[src/rtl/tpsc_pkg.sv]
package tpsc_pkg;

    localparam int RAW_W     = 16;                // raw samples and raw calibration points
    localparam int OUT_W     = 16;                // calibrated values
    localparam int TREF_W    = 10;                // temperature reference points
    localparam int HREF_W    = 8;                 // humidity reference points
    localparam int TEMP_MULT = 25;
    localparam int HUM_MULT  = 50;
    localparam int NUM_W     = 33;                // signed numerator of the line division
    localparam int MAG_W     = NUM_W - 1;         // numerator magnitude, one quotient bit per step
    localparam int CNT_W     = $clog2(MAG_W);
    localparam int CFG_IDX_W = 4;
    localparam int CFG_DAT_W = 16;

    localparam logic [1:0] READY_MASK = 2'b11;

    typedef enum logic [CFG_IDX_W-1:0] {
        REG_TEMP_RAW_LOW  = 4'd0,
        REG_TEMP_RAW_HIGH = 4'd1,
        REG_TEMP_REF_LOW  = 4'd2,
        REG_TEMP_REF_HIGH = 4'd3,
        REG_HUM_RAW_LOW   = 4'd4,
        REG_HUM_RAW_HIGH  = 4'd5,
        REG_HUM_REF_LOW   = 4'd6,
        REG_HUM_REF_HIGH  = 4'd7
    } cfg_reg_t;

    typedef enum logic [2:0] {
        LS_IDLE,
        LS_MUL,
        LS_SCALE,
        LS_PREP,
        LS_DIV,
        LS_FIN,
        LS_DONE
    } lane_state_t;

    // what one lane hands to the merging stage
    typedef struct packed {
        logic             done;
        logic [OUT_W-1:0] value;
    } lane_result_t;

endpackage

[src/rtl/tpsc_lane.sv]
module tpsc_lane #(
    parameter int Y_W  = tpsc_pkg::TREF_W,
    parameter int MULT = tpsc_pkg::TEMP_MULT
) (
    input  logic                              clk,
    input  logic                              rst_n,
    input  logic                              start,
    input  logic                              ack,
    input  logic signed [tpsc_pkg::RAW_W-1:0] raw_low,
    input  logic signed [tpsc_pkg::RAW_W-1:0] raw_high,
    input  logic        [Y_W-1:0]             ref_low,
    input  logic        [Y_W-1:0]             ref_high,
    input  logic signed [tpsc_pkg::RAW_W-1:0] sample,
    output tpsc_pkg::lane_result_t            result
);
    import tpsc_pkg::*;

    localparam int DY_W   = Y_W + 1;
    localparam int PROD_W = RAW_W + 1 + DY_W;
    localparam logic signed [NUM_W-1:0] MULT_C   = NUM_W'(MULT);
    localparam logic        [OUT_W-1:0] MULT_OUT = OUT_W'(MULT);
    localparam logic        [CNT_W-1:0] LAST_CNT = CNT_W'(MAG_W - 1);

    lane_state_t state_reg, state_next;

    logic signed [RAW_W:0]    dx_reg;
    logic signed [PROD_W-1:0] prod_reg;
    logic signed [NUM_W-1:0]  num_reg;
    logic        [MAG_W-1:0]  dividend_reg;
    logic        [RAW_W:0]    den_reg;
    logic        [RAW_W:0]    rem_reg;
    logic        [OUT_W-1:0]  quot_reg;
    logic                     neg_reg;
    logic                     zero_reg;
    logic        [CNT_W-1:0]  cnt_reg;
    logic        [OUT_W-1:0]  value_reg;

    logic signed [RAW_W:0]  d;
    logic signed [RAW_W:0]  d_bias;
    logic signed [RAW_W:0]  half_d;
    logic signed [DY_W-1:0] dy;
    logic        [RAW_W+1:0] trial;
    logic        [RAW_W+1:0] diff;
    logic                    take;
    logic        [OUT_W-1:0] q_signed;

    // span of the raw points at full width, halved toward zero for rounding
    assign d      = {raw_high[RAW_W-1], raw_high} - {raw_low[RAW_W-1], raw_low};
    assign d_bias = d + {{RAW_W{1'b0}}, d[RAW_W]};
    assign half_d = d_bias >>> 1;
    assign dy     = $signed({1'b0, ref_high}) - $signed({1'b0, ref_low});

    // one restoring step: bring down the next numerator bit
    assign trial    = {rem_reg, dividend_reg[MAG_W-1]};
    assign diff     = trial - {1'b0, den_reg};
    assign take     = trial >= {1'b0, den_reg};
    assign q_signed = neg_reg ? (~quot_reg + OUT_W'(1)) : quot_reg;

    always_ff @(posedge clk or negedge rst_n)
    begin
        if (!rst_n)
        begin
            state_reg <= LS_IDLE;
        end
        else
        begin
            state_reg <= state_next;
        end
    end

    always_comb
    begin
        state_next   = state_reg;
        result.done  = 1'b0;
        result.value = value_reg;
        case (state_reg)
            LS_IDLE:  if (start) state_next = LS_MUL;
            LS_MUL:   state_next = LS_SCALE;
            LS_SCALE: state_next = LS_PREP;
            LS_PREP:  state_next = LS_DIV;
            LS_DIV:   if (cnt_reg == LAST_CNT) state_next = LS_FIN;
            LS_FIN:   state_next = LS_DONE;
            LS_DONE:
            begin
                result.done = 1'b1;
                if (ack) state_next = LS_IDLE;
            end
            default:  state_next = LS_IDLE;
        endcase
    end

    always_ff @(posedge clk)
    begin
        case (state_reg)
            LS_IDLE:
            begin
                if (start)
                begin
                    dx_reg <= {sample[RAW_W-1], sample} - {raw_low[RAW_W-1], raw_low};
                end
            end
            LS_MUL:
            begin
                prod_reg <= dx_reg * dy;
            end
            LS_SCALE:
            begin
                num_reg <= NUM_W'(prod_reg) * MULT_C + NUM_W'(half_d);
            end
            LS_PREP:
            begin
                dividend_reg <= num_reg[NUM_W-1] ? MAG_W'(-num_reg) : num_reg[MAG_W-1:0];
                den_reg      <= d[RAW_W] ? -d : d;
                neg_reg      <= num_reg[NUM_W-1] ^ d[RAW_W];
                zero_reg     <= (d == '0);
                rem_reg      <= '0;
                quot_reg     <= '0;
                cnt_reg      <= '0;
            end
            LS_DIV:
            begin
                rem_reg      <= take ? diff[RAW_W:0] : trial[RAW_W:0];
                dividend_reg <= {dividend_reg[MAG_W-2:0], 1'b0};
                quot_reg     <= {quot_reg[OUT_W-2:0], take};
                cnt_reg      <= cnt_reg + CNT_W'(1);
            end
            LS_FIN:
            begin
                // only the low bits of the quotient survive the wrap
                value_reg <= zero_reg ? '0 : q_signed + OUT_W'(ref_low) * MULT_OUT;
            end
            default:
            begin
            end
        endcase
    end

endmodule

[src/rtl/tpsc_merge.sv]
module tpsc_merge (
    input  logic                               clk,
    input  logic                               rst_n,
    input  tpsc_pkg::lane_result_t             temp_res,
    input  tpsc_pkg::lane_result_t             hum_res,
    output logic                               ack,
    output logic                               out_valid,
    input  logic                               out_ready,
    output logic signed [tpsc_pkg::OUT_W-1:0]  temperature,
    output logic signed [tpsc_pkg::OUT_W-1:0]  humidity,
    output logic                               temp_changed,
    output logic                               hum_changed
);
    import tpsc_pkg::*;

    logic [OUT_W-1:0] last_temp_reg;
    logic [OUT_W-1:0] last_hum_reg;
    logic             valid_reg;
    logic [OUT_W-1:0] temp_out_reg;
    logic [OUT_W-1:0] hum_out_reg;
    logic             tc_reg;
    logic             hc_reg;

    logic [OUT_W-1:0] t_bias;
    logic [OUT_W-1:0] t_half;
    logic             tc;
    logic             hc;

    // halve the temperature toward zero
    assign t_bias = temp_res.value + {{(OUT_W-1){1'b0}}, temp_res.value[OUT_W-1]};
    assign t_half = {t_bias[OUT_W-1], t_bias[OUT_W-1:1]};
    assign tc     = t_half != last_temp_reg;
    assign hc     = hum_res.value != last_hum_reg;

    // both lanes run in lock step; take them once the output register is free
    assign ack = temp_res.done && hum_res.done && (!valid_reg || out_ready);

    always_ff @(posedge clk or negedge rst_n)
    begin
        if (!rst_n)
        begin
            valid_reg     <= 1'b0;
            last_temp_reg <= '0;
            last_hum_reg  <= '0;
        end
        else
        begin
            if (ack && (tc || hc))
            begin
                valid_reg     <= 1'b1;
                last_temp_reg <= t_half;
                last_hum_reg  <= hum_res.value;
            end
            else if (out_ready)
            begin
                valid_reg <= 1'b0;
            end
        end
    end

    always_ff @(posedge clk)
    begin
        if (ack && (tc || hc))
        begin
            temp_out_reg <= t_half;
            hum_out_reg  <= hum_res.value;
            tc_reg       <= tc;
            hc_reg       <= hc;
        end
    end

    assign out_valid    = valid_reg;
    assign temperature  = temp_out_reg;
    assign humidity     = hum_out_reg;
    assign temp_changed = tc_reg;
    assign hum_changed  = hc_reg;

endmodule

[src/rtl/two_point_sensor_calibration.sv]
// Channel   Handshake               Payload
// --------  ----------------------  ------------------------------------------------
// input     in_valid / in_ready     temp_ready, hum_ready, fetch_ok,
//                                   raw_temperature, raw_humidity
// output    out_valid / out_ready   temperature, humidity, temp_changed, hum_changed
// config    cfg_valid / cfg_ready   cfg_index, cfg_data (cfg_ready always high)
//
// A valid poll goes from acceptance to the result register through the
// multiply, scale and prepare states in each lane, 32 restoring divide steps
// (one quotient bit per cycle), a finishing state and the merge. No new poll
// is taken until the merge has taken the lane results; the serial divider sets
// the rate. A poll without both ready bits or with a failed fetch is accepted
// and dropped at once. Reset clears the calibration points and the stored
// previous values. A result waiting on out_ready does not stop the next poll;
// only a lane result that cannot enter the occupied output register holds the
// lanes and in_ready.
module two_point_sensor_calibration (
    input  logic                                  clk,
    input  logic                                  rst_n,

    input  logic                                  in_valid,
    output logic                                  in_ready,
    input  logic                                  temp_ready,
    input  logic                                  hum_ready,
    input  logic                                  fetch_ok,
    input  logic signed [tpsc_pkg::RAW_W-1:0]     raw_temperature,
    input  logic signed [tpsc_pkg::RAW_W-1:0]     raw_humidity,

    output logic                                  out_valid,
    input  logic                                  out_ready,
    output logic signed [tpsc_pkg::OUT_W-1:0]     temperature,
    output logic signed [tpsc_pkg::OUT_W-1:0]     humidity,
    output logic                                  temp_changed,
    output logic                                  hum_changed,

    input  logic                                  cfg_valid,
    output logic                                  cfg_ready,
    input  logic        [tpsc_pkg::CFG_IDX_W-1:0] cfg_index,
    input  logic        [tpsc_pkg::CFG_DAT_W-1:0] cfg_data
);
    import tpsc_pkg::*;

    // calibration points
    logic signed [RAW_W-1:0] temp_raw_low_reg;
    logic signed [RAW_W-1:0] temp_raw_high_reg;
    logic        [TREF_W-1:0] temp_ref_low_reg;
    logic        [TREF_W-1:0] temp_ref_high_reg;
    logic signed [RAW_W-1:0] hum_raw_low_reg;
    logic signed [RAW_W-1:0] hum_raw_high_reg;
    logic        [HREF_W-1:0] hum_ref_low_reg;
    logic        [HREF_W-1:0] hum_ref_high_reg;

    logic         busy_reg;
    logic         start;
    logic         ack;
    lane_result_t temp_res;
    lane_result_t hum_res;

    // configuration must be written only while idle (left to the user), so always take it
    assign cfg_ready = 1'b1;

    always_ff @(posedge clk or negedge rst_n)
    begin
        if (!rst_n)
        begin
            temp_raw_low_reg  <= '0;
            temp_raw_high_reg <= '0;
            temp_ref_low_reg  <= '0;
            temp_ref_high_reg <= '0;
            hum_raw_low_reg   <= '0;
            hum_raw_high_reg  <= '0;
            hum_ref_low_reg   <= '0;
            hum_ref_high_reg  <= '0;
        end
        else if (cfg_valid)
        begin
            case (cfg_index)
                REG_TEMP_RAW_LOW:  temp_raw_low_reg  <= cfg_data[RAW_W-1:0];
                REG_TEMP_RAW_HIGH: temp_raw_high_reg <= cfg_data[RAW_W-1:0];
                REG_TEMP_REF_LOW:  temp_ref_low_reg  <= cfg_data[TREF_W-1:0];
                REG_TEMP_REF_HIGH: temp_ref_high_reg <= cfg_data[TREF_W-1:0];
                REG_HUM_RAW_LOW:   hum_raw_low_reg   <= cfg_data[RAW_W-1:0];
                REG_HUM_RAW_HIGH:  hum_raw_high_reg  <= cfg_data[RAW_W-1:0];
                REG_HUM_REF_LOW:   hum_ref_low_reg   <= cfg_data[HREF_W-1:0];
                REG_HUM_REF_HIGH:  hum_ref_high_reg  <= cfg_data[HREF_W-1:0];
                default:
                begin
                    // drop writes beyond the register list
                end
            endcase
        end
    end

    // launch both lanes only on a complete, successful poll
    assign in_ready = !busy_reg;
    assign start    = in_valid && in_ready && fetch_ok
                      && ({hum_ready, temp_ready} == READY_MASK);

    // busy from launch until the merge takes the lane results
    always_ff @(posedge clk or negedge rst_n)
    begin
        if (!rst_n)
        begin
            busy_reg <= 1'b0;
        end
        else if (start)
        begin
            busy_reg <= 1'b1;
        end
        else if (ack)
        begin
            busy_reg <= 1'b0;
        end
    end

    tpsc_lane #(
        .Y_W  (TREF_W),
        .MULT (TEMP_MULT)
    ) u_temp_lane (
        .clk      (clk),
        .rst_n    (rst_n),
        .start    (start),
        .ack      (ack),
        .raw_low  (temp_raw_low_reg),
        .raw_high (temp_raw_high_reg),
        .ref_low  (temp_ref_low_reg),
        .ref_high (temp_ref_high_reg),
        .sample   (raw_temperature),
        .result   (temp_res)
    );

    tpsc_lane #(
        .Y_W  (HREF_W),
        .MULT (HUM_MULT)
    ) u_hum_lane (
        .clk      (clk),
        .rst_n    (rst_n),
        .start    (start),
        .ack      (ack),
        .raw_low  (hum_raw_low_reg),
        .raw_high (hum_raw_high_reg),
        .ref_low  (hum_ref_low_reg),
        .ref_high (hum_ref_high_reg),
        .sample   (raw_humidity),
        .result   (hum_res)
    );

    // compare with the previous values and hold the result item
    tpsc_merge u_merge (
        .clk          (clk),
        .rst_n        (rst_n),
        .temp_res     (temp_res),
        .hum_res      (hum_res),
        .ack          (ack),
        .out_valid    (out_valid),
        .out_ready    (out_ready),
        .temperature  (temperature),
        .humidity     (humidity),
        .temp_changed (temp_changed),
        .hum_changed  (hum_changed)
    );

endmodule

[config.mk]
export PLATFORM = sky130hd
export DESIGN_NAME = two_point_sensor_calibration
export DESIGN_NICKNAME = d
export VERILOG_FILES = /design/src/rtl/tpsc_pkg.sv /design/src/rtl/tpsc_lane.sv /design/src/rtl/tpsc_merge.sv /design/src/rtl/two_point_sensor_calibration.sv
export SDC_FILE = /design/constraint.sdc
export NUM_CORES = 2
export LEC_CHECK = 0
export BUFFER_PORTS_ARGS = -buffer_cell sky130_fd_sc_hd__clkbuf_2
export CAP_MARGIN = 10
export CORE_MARGIN = 2
export CORE_UTILIZATION = 30
export CTS_CLUSTER_DIAMETER = 200
export DETAILED_ROUTE_END_ITERATION = 7
export PLACE_DENSITY = 0.49
export SLEW_MARGIN = 25
export SYNTH_ARGS = -nofsm -noshare
export SYNTH_HDL_FRONTEND = slang
export SYNTH_SLANG_ARGS = --single-unit
export TNS_END_PERCENT = 20
[constraint.sdc]
create_clock -name clk -period 7 [get_ports clk]
set_clock_uncertainty 0.15 [all_clocks]
set_input_delay 1.4 -clock clk [delete_from_list [all_inputs] [get_ports clk]]
set_output_delay 1.4 -clock clk [all_outputs]
set_load 0.02 [all_outputs]
* Word-level counts from Yosys, hierarchy flattened
Index checks and enable logic that the tools add are counted.
** Operators by class
- $add $sub $neg :: 23
- Multiply operators :: 6
- $lt $le $gt $ge :: 2
- Eq/ne operators :: 30
- Multiplexer cells :: 28
- Bitwise operators :: 4
- Reductions and logical operators :: 31
** Operators with widths (number)
- $pmux 32 s2 :: 2
- $pmux 17 s2 :: 2
- $sub 16x16->17 :: 4
- $add 33x16->33 :: 2
- $mux 16 :: 4
- $mux 32 :: 2
- $neg 32->32 :: 2
- $pmux 16 s2 :: 2
- $pmux 3 s7 :: 2
- $ge 18x17->1 :: 2
- $add 17x1->17 :: 2
- $logic_not 17->1 :: 2
- $mux 17 :: 2
- $neg 17->17 :: 2
- $sub 17x17->17 :: 2
- $mul 28x6->33 const B :: 1
- $add 16x1->16 const B :: 2
- $mul 26x6->32 const B :: 1
- $ne 16x16->1 :: 2
- $not 16->16 :: 2
- $mul 17x11->28 :: 1
- $mul 17x9->26 :: 1
- $pmux 5 s2 :: 2
- $reduce_and 2->1 :: 10
- 28 further kinds :: 68
** Storage, ports and cells
- Bits in registers :: 536
- Bits of input ports :: 60
- Output and inout port bits :: 37

* Logic depth before layout (Yosys ltp)
- Depth in word-level cells :: 6
- Depth in mapped cells :: 35

* Hierarchy
A second synthesis with hierarchy kept.
** Unflattened totals
- Cells, all modules :: 4986
- Area, all modules :: 50808.7 um^2
** Modules (own cells, without submodules)
- tpsc_lane at u_temp_lane :: times used 1, cells an instance 2329, area each 22455.3 um^2
- tpsc_lane at u_hum_lane :: times used 1, cells an instance 2204, area each 21155.3 um^2
- two_point_sensor_calibration :: times used 1, cells an instance 227, area each 3907.5 um^2
- tpsc_merge :: times used 1, cells an instance 226, area each 3290.7 um^2

* Worst setup path after synthesis
OpenSTA, ideal clock, no wires.
- Kind :: register -> register
- Start :: register temp_raw_high_reg[0]
- End :: register u_temp_lane.num_reg[31], data pin
- Arrival :: 7327 ps
- Required time :: 6592 ps
- Slack :: -734 ps
- Stages on the path, launching flop included :: 32
- Path buffers :: 1
- Period minus slack after synthesis :: 7734 ps
- Cell sequence :: dfrtp_1 -> inv_1 -> ha_1 -> inv_1 -> fa_1 -> a2111o_1 -> a311o_1 -> a21oi_1 -> o31ai_1 -> a21oi_1 -> o211ai_1 -> a21boi_1 -> clkbuf_1 -> nor2_1 -> ha_1 -> nand2_1 -> nor2_1 -> nand4_2 -> xnor2_2 -> fa_1 -> ha_1 -> a21o_1 -> a21o_1 -> a21oi_1 -> o21ai_0 -> o2bb2ai_1 -> o41ai_1 -> o21ai_1 -> a211oi_1 -> o21bai_1 -> a21oi_1 -> xnor2_1
** On the way
- Longest elaborated chain between the ends :: 3
** RTL lines
- start, declared :: RTL line two_point_sensor_calibration.sv:45 : logic signed [RAW_W-1:0] temp_raw_high_reg;
- start signal, assigned :: RTL line two_point_sensor_calibration.sv:79 : REG_TEMP_RAW_HIGH: temp_raw_high_reg <= cfg_data[RAW_W-1:0];
- $sub 16x16->17 :: RTL line tpsc_lane.sv:48 : assign d = {raw_high[RAW_W-1], raw_high} - {raw_low[RAW_W-1], raw_low};
- $add 17x1->17 :: RTL line tpsc_lane.sv:49 : assign d_bias = d + {{RAW_W{1'b0}}, d[RAW_W]};
- $add 33x16->33 :: RTL line tpsc_lane.sv:108 : num_reg <= NUM_W'(prod_reg) * MULT_C + NUM_W'(half_d);
- end signal, assigned :: RTL line tpsc_lane.sv:108
- end, declared :: RTL line tpsc_lane.sv:28 : logic signed [NUM_W-1:0] num_reg;
No other way between the ends.
A chain may end at the register's enable or synchronous reset.

* Worst setup path after layout
- Start :: register temp_ref_high_reg[0]
- End :: register u_temp_lane.prod_reg[27], data pin
** On the way
- Longest elaborated chain between the ends :: 2
** RTL lines
- start, declared :: RTL line two_point_sensor_calibration.sv:47 : logic [TREF_W-1:0] temp_ref_high_reg;
- start signal, assigned :: RTL line two_point_sensor_calibration.sv:81 : REG_TEMP_REF_HIGH: temp_ref_high_reg <= cfg_data[TREF_W-1:0];
- $sub 10x10->11 :: RTL line tpsc_lane.sv:51 : assign dy = $signed({1'b0, ref_high}) - $signed({1'b0, ref_low});
- $mul 17x11->28 :: RTL line tpsc_lane.sv:104 : prod_reg <= dx_reg * dy;
- end signal, assigned :: RTL line tpsc_lane.sv:104
- end, declared :: RTL line tpsc_lane.sv:27 : logic signed [PROD_W-1:0] prod_reg;
No other way between the ends.

==> results_dict.tcl <==
set metrics [dict create \
    synth.area.top_cells "edfxtp_1, fa_1, ha_1" \
    hold_viol_final 0 \
    antenna_found_initial 12 \
    htreeDepth 3 \
    cp.depth 32 \
    synth.avg_cell_area_um2 10.2 \
    r2r_cells 32 \
    start_util_pct 30.2 \
    post-route-util_pct 35.1 \
    vias 34200 \
    critPathArrivalTime_ps 7430 \
    timing.final.max_slew_violations 0 \
    rows 149 \
    grt.busiest_layer "met2" \
    fp.dieArea_mm2 0.169 \
    rsz0062_at_grt "yes" \
    clk-insertion-delay-late_ps 680 \
    period_share_pct 103 \
    critPathRequiredTime_ps 7230 \
    hpwl_um 91900 \
    design.core.area_mm2 0.165 \
    ioPinCount 97 \
    fmax_ghz 0.139 \
    tns_ps -444 \
    slowest_stage "fa_1" \
    grt_overflow 0 \
    status "finished with violations" \
    wirelength_um 114000 \
    yosysWarnings 0 \
    drive_gt1_share_pct 14.3 \
    numClockSinks 536 \
    fill_cells 16800 \
    vias_per_cell 4.58 \
    grt_usage_pct 13.7 \
    synthesis.nets 5883 \
    grt_pass1_wl_um 187000 \
    chipWidth_um 411 \
    end_kind "register" \
    nets 6217 \
    io_buffer_count 95 \
    async_flop_share_pct 25.9 \
    syn_to_final_growth_pct 16.2 \
    violations "negative setup slack" \
    setup_slack_ps -193 \
    grt_max_degree 72 \
    routabilityCongestion 0.809 \
    synth.top_cells.by_count "inv_1, ha_1, fa_1" \
    cap_violations 0 \
    grt.met1_usage_pct 20.0 \
    synth_most_common_cell "inv_1" \
    gr-usage-met3_pct 2.46 \
    yosysTopAreaCell "edfxtp_1" \
    critical_path.max_fanout 5 \
    dp.cells 7325 \
    drc 0 \
    cts.path.max_buffers 3 \
    yosys_register_bits 536 \
    hp-class "register to register" \
    cts_tree "yes" \
    antenna_left 0 \
    setup_viol 5 \
    min_path_cells 0 \
    ys_types 98 \
    cts_buffers 69 \
    clkSlewWorstSetupHoldPaths_ps 60 \
    dr.pass1.iters 7 \
    slowest_delay_ps 520 \
    worst-path-buf-inv 6 \
    synth-edff-count 397 \
    tightestPinTransition_ps 1020 \
    fin_crit_ps 7190 \
    cts_hold_buf 0 \
    chipHeight_um 411 \
    relSlewSlack_pct 31.7 \
    syn_inst 4888 \
    critPathLaunchType "register" \
    fin_cells 7470 \
    synth_top_area_share_pct 24.0 \
    drtIter0Drc 1831 \
    synth_ff_type "edfxtp_1" \
    synth_seq_area_share_pct 30.9 \
    path_delay_family "adder cells" \
    grtUsageMet2_pct 20.4 \
    cts_root_buf "clkbuf_16" \
    synthesis.area_mm2 0.0498 \
    setup.worst_path.class "register to register" \
    routedWlPerCell_um 15.2 \
    grt_pass1_vias 34700 \
    cp_common_cell "fa_1" \
]
## placed cells by master, fill, tap and decap left out, types with 150 or more instances in the layout
| cell | netlist | layout |
|---|---|---|
| o21ai_0 | 187 | 176 |
| nand2_1 | 341 | 337 |
| fa_1 | 404 | 400 |
| inv_1 | 766 | 758 |
| a21oi_1 | 206 | 176 |
| xnor2_1 | 279 | 272 |
| buf_4 | 2 | 251 |
| edfxtp_1 | 397 | 397 |
| and2_1 | 154 | 150 |
| nor2_1 | 266 | 260 |
| ha_1 | 531 | 520 |
| xor2_1 | 158 | 157 |
## cell families after synthesis
group / Yosys count / synth area share [%]
AO/OA/AOI/OAI: 742 / 9.51
XOR/XNOR: 442 / 7.87
buffers and inverters: 869 / 6.59
AND/OR/NAND/NOR: 1211 / 12.1
adder cells (fa/ha/maj): 935 / 29.6
flip-flops: 536 / 30.9
other: 1 / 0.00753
multiplexers: 152 / 3.38
## cell type report
class	count	area, µm²	area share, %
diodes	3	7.51	0.0130
clock buffers	93	1900	3.28
clock inverters	34	523	0.904
inverters	768	2890	4.99
multi-input cells	3483	31700	54.9
flip-flops and latches	536	15400	26.6
well taps	2189	2740	4.74
repair buffers	364	2630	4.54
## stage by stage
| stage | setup WS [ps] | hold slack (ps) | cell area, µm² |
|---|---|---|---|
| 4_1_cts | -210 | 355 | 57300 |
| 5_1_grt | -576 | 365 | 57800 |
| 3_3_place_gp | -308 | 338 | 54800 |
| 3_5_place_dp | -260 | 342 | 54800 |
| 2_1_floorplan | -34.1 | 313 | 49900 |
| 6_report | -193 | 344 | 57800 |
## per-layer routing
metal,vias up,wire length [µm]
met4,12,2740
li1,17000,-
met3,137,5430
met1,16500,57300
met5,-,61
met2,474,48300
## timing repair
action / CTS / global route
buffers inserted: 1 / 14
setup endpoints to repair: 14 / 34
pin swaps: 3 / 75
cloned: 0 / 1
gates resized for setup: 22 / 88
## worst reg2reg max path: cells and delay by family (launching register included)
kind                       cells  cell delay [ps]
AOI/OAI and AO/OA             13             1990
buffers and inverters          6              660
DFF                            1              370
adders and majority gates      8             3080
and+or+nand+nor                4              560
xor gates and xnor gates       1              140
## worst paths after layout
| check | slack, ps | startpoint | to |
|---|---|---|---|
| min in group asynchronous | 610 | rst_n | u_merge.last_temp_reg[3]$_DFFE_PN0P_ |
| worst max register to register | -190 | temp_ref_high_reg[0]$_DFFE_PN0P_ | u_temp_lane.prod_reg[27]$_DFFE_PP_ |
| worst max-delay path | -190 | temp_ref_high_reg[0]$_DFFE_PN0P_ | u_temp_lane.prod_reg[27]$_DFFE_PP_ |
| worst min register to register | 340 | u_hum_lane.value_reg[9]$_SDFFCE_PP0N_ | u_merge.humidity[9]$_DFFE_PP_ |
| max in group asynchronous | 4650 | rst_n | hum_raw_low_reg[10]$_DFFE_PN0P_ |
| worst min-delay path | 340 | u_hum_lane.value_reg[9]$_SDFFCE_PP0N_ | u_merge.humidity[9]$_DFFE_PP_ |
Power is left out: the tool's default activity adds up to more than one toggle a clock period on the data nets, which glitch-free logic cannot reach.
